File: config.mk
export PLATFORM = sky130hd
export DESIGN_NAME = mcs_div_step
export DESIGN_NICKNAME = d
export VERILOG_FILES = /design/src/rtl/mcs_pkg.sv /design/src/rtl/mcs_div_step.sv
export SDC_FILE = /design/constraint.sdc
export NUM_CORES = 1
export LEC_CHECK = 0
export CORE_AREA = 2 2 257 259
export CTS_BUF_LIST = sky130_fd_sc_hd__clkbuf_8
export DETAILED_ROUTE_END_ITERATION = 10
export DIE_AREA = 0 0 259 261
export DONT_BUFFER_PORTS = 1
export HOLD_SLACK_MARGIN = 0.08
export PLACE_DENSITY = 0.51
export SLEW_MARGIN = 40
export SYNTH_ARGS = -nofsm -noshare
export SYNTH_HDL_FRONTEND = slang
export SYNTH_SLANG_ARGS = --single-unit
File: constraint.sdc
create_clock -name clk -period 8.5 [get_ports clk]
set_input_delay 1.275 -clock clk [delete_from_list [all_inputs] [get_ports clk]]
set_output_delay 1.275 -clock clk [all_outputs]
set_load 0.03 [all_outputs]
File: src/rtl/mcs_pkg.sv
package mcs_pkg;

  // Width of every numeric field on the ports
  localparam int PORT_W = 32;

  typedef struct packed {
    logic signed [PORT_W-1:0] a_c0_r0;
    logic signed [PORT_W-1:0] a_c0_r1;
    logic signed [PORT_W-1:0] a_c1_r0;
    logic signed [PORT_W-1:0] a_c1_r1;
    logic signed [PORT_W-1:0] rhs_0;
    logic signed [PORT_W-1:0] rhs_1;
  } req_t;

  typedef struct packed {
    logic signed [PORT_W-1:0] sol_0;
    logic signed [PORT_W-1:0] sol_1;
    logic                     solvable;
    logic                     saturated;
  } rsp_t;

  // Per-request status that rides alongside the divider data
  typedef struct packed {
    logic zero;      // determinant is exactly zero
    logic den_neg;   // determinant is negative
    logic num0_neg;  // numerator of sol_0 is negative
    logic num1_neg;  // numerator of sol_1 is negative
    logic ovf0;      // quotient 0 too large for the divider window
    logic ovf1;      // quotient 1 too large for the divider window
  } flags_t;

endpackage

File: src/rtl/mcs_div_step.sv
module mcs_div_step #(
  parameter int DATA_WIDTH = 32
) (
  input  logic                    clk,
  input  logic                    rst,
  input  logic                    en,
  input  logic                    in_valid,
  input  mcs_pkg::flags_t         in_flags,
  input  logic [2*DATA_WIDTH-1:0] in_dm,
  input  logic [2*DATA_WIDTH-1:0] in_rem0,
  input  logic [2*DATA_WIDTH-1:0] in_rem1,
  input  logic [DATA_WIDTH:0]     in_low0,
  input  logic [DATA_WIDTH:0]     in_low1,
  input  logic [DATA_WIDTH:0]     in_q0,
  input  logic [DATA_WIDTH:0]     in_q1,
  output logic                    out_valid,
  output mcs_pkg::flags_t         out_flags,
  output logic [2*DATA_WIDTH-1:0] out_dm,
  output logic [2*DATA_WIDTH-1:0] out_rem0,
  output logic [2*DATA_WIDTH-1:0] out_rem1,
  output logic [DATA_WIDTH:0]     out_low0,
  output logic [DATA_WIDTH:0]     out_low1,
  output logic [DATA_WIDTH:0]     out_q0,
  output logic [DATA_WIDTH:0]     out_q1
);

  localparam int PW = 2 * DATA_WIDTH;
  localparam int QW = DATA_WIDTH + 1;

  // One restoring step per numerator: shift in the next dividend bit,
  // subtract the divisor when it fits
  logic [PW:0] r0, r1, dm_x, rn0, rn1;
  logic        ge0, ge1;

  always_comb begin
    dm_x = {1'b0, in_dm};
    r0   = {in_rem0, in_low0[QW-1]};
    r1   = {in_rem1, in_low1[QW-1]};
    ge0  = r0 >= dm_x;
    ge1  = r1 >= dm_x;
    rn0  = ge0 ? r0 - dm_x : r0;
    rn1  = ge1 ? r1 - dm_x : r1;
  end

  always_ff @(posedge clk) begin
    if (rst) begin
      out_valid <= 1'b0;
    end else if (en) begin
      out_valid <= in_valid;
    end
  end

  always_ff @(posedge clk) begin
    if (en) begin
      out_flags <= in_flags;
      out_dm    <= in_dm;
      out_rem0  <= rn0[PW-1:0];
      out_rem1  <= rn1[PW-1:0];
      out_low0  <= {in_low0[QW-2:0], 1'b0};
      out_low1  <= {in_low1[QW-2:0], 1'b0};
      out_q0    <= {in_q0[QW-2:0], ge0};
      out_q1    <= {in_q1[QW-2:0], ge1};
    end
  end

endmodule

# After elaboration in Yosys (flattened, before gate mapping)
# Index checks and enable logic that the tools add are counted.
[classes]
addsub = 2
n_lt_le_gt_ge = 2
n_mux = 2
[op_table]
columns = ["op", "n"]
rows = [
  ["65-bit by 64-bit >= comparator with 1-bit output", 2],
  ["64-bit two-way mux", 2],
  ["64-bit subtractor", 2],
]
[word_totals]
regBits = 329
in_bits = 334
output_inout_bits = 331
elab_cells = 20

# Longest topological paths before layout
[logic_depth]
word_depth = 2
mapped_depth = 16
depth_no_buf = 14

# Least setup slack after synthesis
# Ideal clock, no wire load.
[synth_timing]
path_kind = "input -> register"
from = "in in_dm[17]"
to = "reg out_rem0[17] (data pin)"
setup_ns = 0.260
t_arrival_ns = 4.035
t_required_ns = 8.240
setup_slack_ns = 4.205
cell_stages = 13
n_path_buf = 1
path_cell_list = "inv_1 > ha_1 > and3_1 > nand2_1 > or4_1 > o41ai_2 > o211ai_1 > a21oi_1 > o21ai_1 > o21a_2 > inv_2 > buf_4 > mux2_2"
[synth_via]
elab_chain_cells = 2
elab_cells_between_ends = 3
classes_between = "1 x add/sub; 1 x order compare; 1 x mux"
[synth_rtl]
columns = ["element", "line_no", "rtl"]
rows = [
  ["from (decl)", "mcs_div_step.sv:9", "input logic [2*DATA_WIDTH-1:0] in_dm,"],
  ["64-bit subtractor or 65-bit by 64-bit >= comparator with 1-bit output (tied branches)", "mcs_div_step.sv:41, mcs_div_step.sv:39", ""],
  ["64-bit two-way mux *", "mcs_div_step.sv:41", "rn0 = ge0 ? r0 - dm_x : r0;"],
  ["via rn0[17]", "mcs_div_step.sv:32", "logic [PW:0] r0, r1, dm_x, rn0, rn1;"],
  ["to (signal assigned)", "mcs_div_step.sv:57", "out_rem0 <= rn0[PW-1:0];"],
  ["to (decl)", "mcs_div_step.sv:19", "output logic [2*DATA_WIDTH-1:0] out_rem0,"],
]
# Mark *: on every way through the listed nets, which the timed path passes. The rest lies on a longest branch.
# A chain may end at the register's enable or synchronous reset.

# Worst setup path in the final report
[layout_timing]
from = "in in_dm[19]"
to = "reg out_rem0[17] (data pin)"
[layout_via]
elab_chain_cells = 2
[layout_rtl]
columns = ["element", "line_no", "rtl"]
rows = [
  ["65-bit by 64-bit >= comparator with 1-bit output", "mcs_div_step.sv:39", "ge0 = r0 >= dm_x;"],
  ["64-bit two-way mux", "mcs_div_step.sv:41", ""],
  ["via rn0[17]", "mcs_div_step.sv:32", ""],
]
# The timed path passes the listed nets, and every way through them passes these cells.

==> flow_summary.ini <==
[sta]
period_minus_slack_ns = 5.70
finalCritPeriodShare = 0.670
max_freq_ghz = 0.175
fin_worst_skew_ns = 0
tns_ns = 0
slew_headroom = 0.449
grt_setup_unrepaired = false
report.final.slew_viol_count = 0
worst_pin_slew_ns = 0.817
hold_violations = 0
final-setup-viol-count = 0

[global_route]
grt_antenna_before_repair = 7
grt_max_degree = 330
grt_pass1_vias = 13585
grt_pass1_wl_mm = 99.3
grtUsageTotal = 0.202
overflow = 0

[clock_network]
numCtsBuffers = 58
cts_buffer_depth = 3
cts_hold_buf = 0
clock_latency_ns = 0.65
cts_tree = built
clk_pin_slew_ns = 0.06
cts_setup_buffers = 0
h-tree-depth = 2
ctsRootBufferMaster = clkbuf_8
cts_sinks = 329
cts-resized-gates = 0

[route]
post_drt_wl_per_cell_um = 27.1
vias_per_cell = 5.24
ant_nets = 0
vias = 14056
drc = 0
first_pass_iters = 5
wl_mm = 72.6
drtIter0Drc = 1121

[yosys]
ys_seq_elements = 329
synth.largest_area_cell = edfxtp_1
ys_seq_area_frac = 0.522
synth_ff_type = edfxtp_1
ys_types = 73
synth_cells = 1772
ys_top_cells_by_area = edfxtp_1 (52%), ha_1 (8.5%), a21oi_1 (6.3%), a21o_1 (3.3%), nor2_1 (3.2%)
syn_avg_cell_area_um2 = 10.7
async_reset_ff_frac = 0
yosys.area.top_type_share = 0.521
synth_area_mm2 = 0.0189
yosysWarnings = 0
synth_edf_count = 328

[die]
die_x_um = 259
die_area_mm2 = 0.0676
core_mm2 = 0.0650
initial_core_util = 0.291
rows = 94
die_h_um = 261
pin_count = 665

[critical_path]
rr_worst_depth = 2
crit_required_ns = 8.91
endpoint_kind = register
slowest_delay_ns = 0.67
cp_data_arrival_time_ns = 6.10
worstSetupPathType = input pin to register
rrSetupSlack_ns = 7.72
cp_cell_sequence = inv_1 > ha_1 > nand4_1 > or4_1 > o41ai_2 > o211ai_1 > a21oi_1 > o21ai_1 > o21a_2 > inv_4 > buf_12 > mux2_2
crit_family = compound AO/OA/AOI/OAI gates
cp-start-kind = input pin
critPathSlowestCell = o41ai_2
crit_cells = 12
path_max_fanout = 60
crit_buf_inv = 3

[layout]
mostFrequentLayoutCells = edfxtp_1 (328), a21oi_1 (237), nor2_1 (160)
final_area_mm2 = 0.0209
nets = 2230
syn_to_final_growth_pct = 10.7
drive_gt1_frac = 0.0689
final_cells = 2682
layout_commonest_cell = edfxtp_1

[placed_design]
portBuffers = 0
placed_area_mm2 = 0.0197
placedCellCount = 2570
gp_congestion = 0.924
dpl.hpwl_mm = 58.1

[job]
cap_violations = 0

[power]
finalPower_mw = 4.87
p_per_area_mw_per_mm2 = 232
ir_drop_v = 0.000106
leakage_nw = 8.14

[min_path]
hold_depth = 2
hold_class = register to register

[outcome]
status = finished, final reports clean
worst reg2reg max path, delay by kind of cell, from the launching register on:
kind	cells	cell delay, ns
mux	1	0.12
flops	1	0.50
simple gates	1	0.10
metrics by stage:
step                      utilization  setup WS (ns)  hold WS, ns
final                           0.322           2.80        0.663
after CTS                       0.322           2.90        0.619
after global placement          0.303           2.19        0.651
after detailed placement        0.304           2.16        0.662
after floorplan                     -           4.20        0.630
after global routing            0.322           2.66        0.633
registers in the layout, indices dropped and copies added, names as in the netlist, 6 cells and up:
| register | count |
|---|---|
| out_dm | 64 |
| out_flags | 6 |
| out_low0 | 32 |
| out_low1 | 32 |
| out_q0 | 33 |
| out_q1 | 33 |
| out_rem0 | 64 |
| out_rem1 | 64 |
cells in the mapped netlist (3+ instances only):
cell type,n
and2_1,12
o21a_1,14
a221o_1,3
or3_1,9
and3_1,17
o21ai_1,5
and4_1,3
nor4_1,6
a21boi_0,11
ha_1,128
o31a_1,3
a31oi_1,21
o21ai_0,102
buf_6,6
nor2_1,160
a2111oi_0,3
nand2b_1,16
mux2_2,8
nor2b_1,11
a41o_1,4
buf_4,6
nand3b_1,3
a211oi_1,9
o31ai_1,8
buf_2,12
xnor2_1,59
nor4b_1,4
o21bai_1,18
nor3_1,14
clkbuf_1,54
inv_1,88
xor2_1,56
nand2_1,128
nand4_1,33
nand3_1,22
edfxtp_1,328
mux2i_1,5
o211ai_1,10
a21o_1,83
or2_2,5
nor3b_1,3
a21oi_1,237
o2111ai_1,5
area by class of cell:
type | count | area [um^2]
clock inverter | 51 | 388
fill | 6590 | 44100
sequential | 329 | 9870
clock buffer | 58 | 798
tap | 864 | 1080
timing repair buffer | 11 | 95.1
inverter | 90 | 342
antenna | 3 | 7.51
multi-input combinational | 1276 | 8360
worst paths after layout:
kind,from,to
worst max-delay path,in_dm[19],out_rem0[17]
worst min register to register,out_valid,out_valid
worst max register to register,out_valid,out_valid
worst min-delay path,out_valid,out_valid
report_power, final:
part           internal, mW  switching [mW]
Combinational         0.311           0.500
Clock                 0.801           0.743
Sequential             2.03           0.482
per-layer routing:
| layer | global-route usage | vias to the layer above | wire (um) |
|---|---|---|---|
| li1 | - | 6578 | - |
| met1 | 0.225 | 6803 | 27300 |
| met2 | 0.373 | 594 | 37700 |
| met3 | 0.0630 | 81 | 6150 |
| met4 | 0.0485 | 0 | 1450 |
| met5 | 0 | - | 0 |
kinds of logic after synthesis:
group	share of synthesized area
buffers and inverters	0.0377
AOI/OAI and AO/OA	0.181
xor gates and xnor gates	0.0533
adders and majority gates	0.0868
muxes	0.00741
and+or+nand+nor	0.112
other	0.000198
DFF	0.522
No activity file was read; power rests on OpenSTA's default activity.
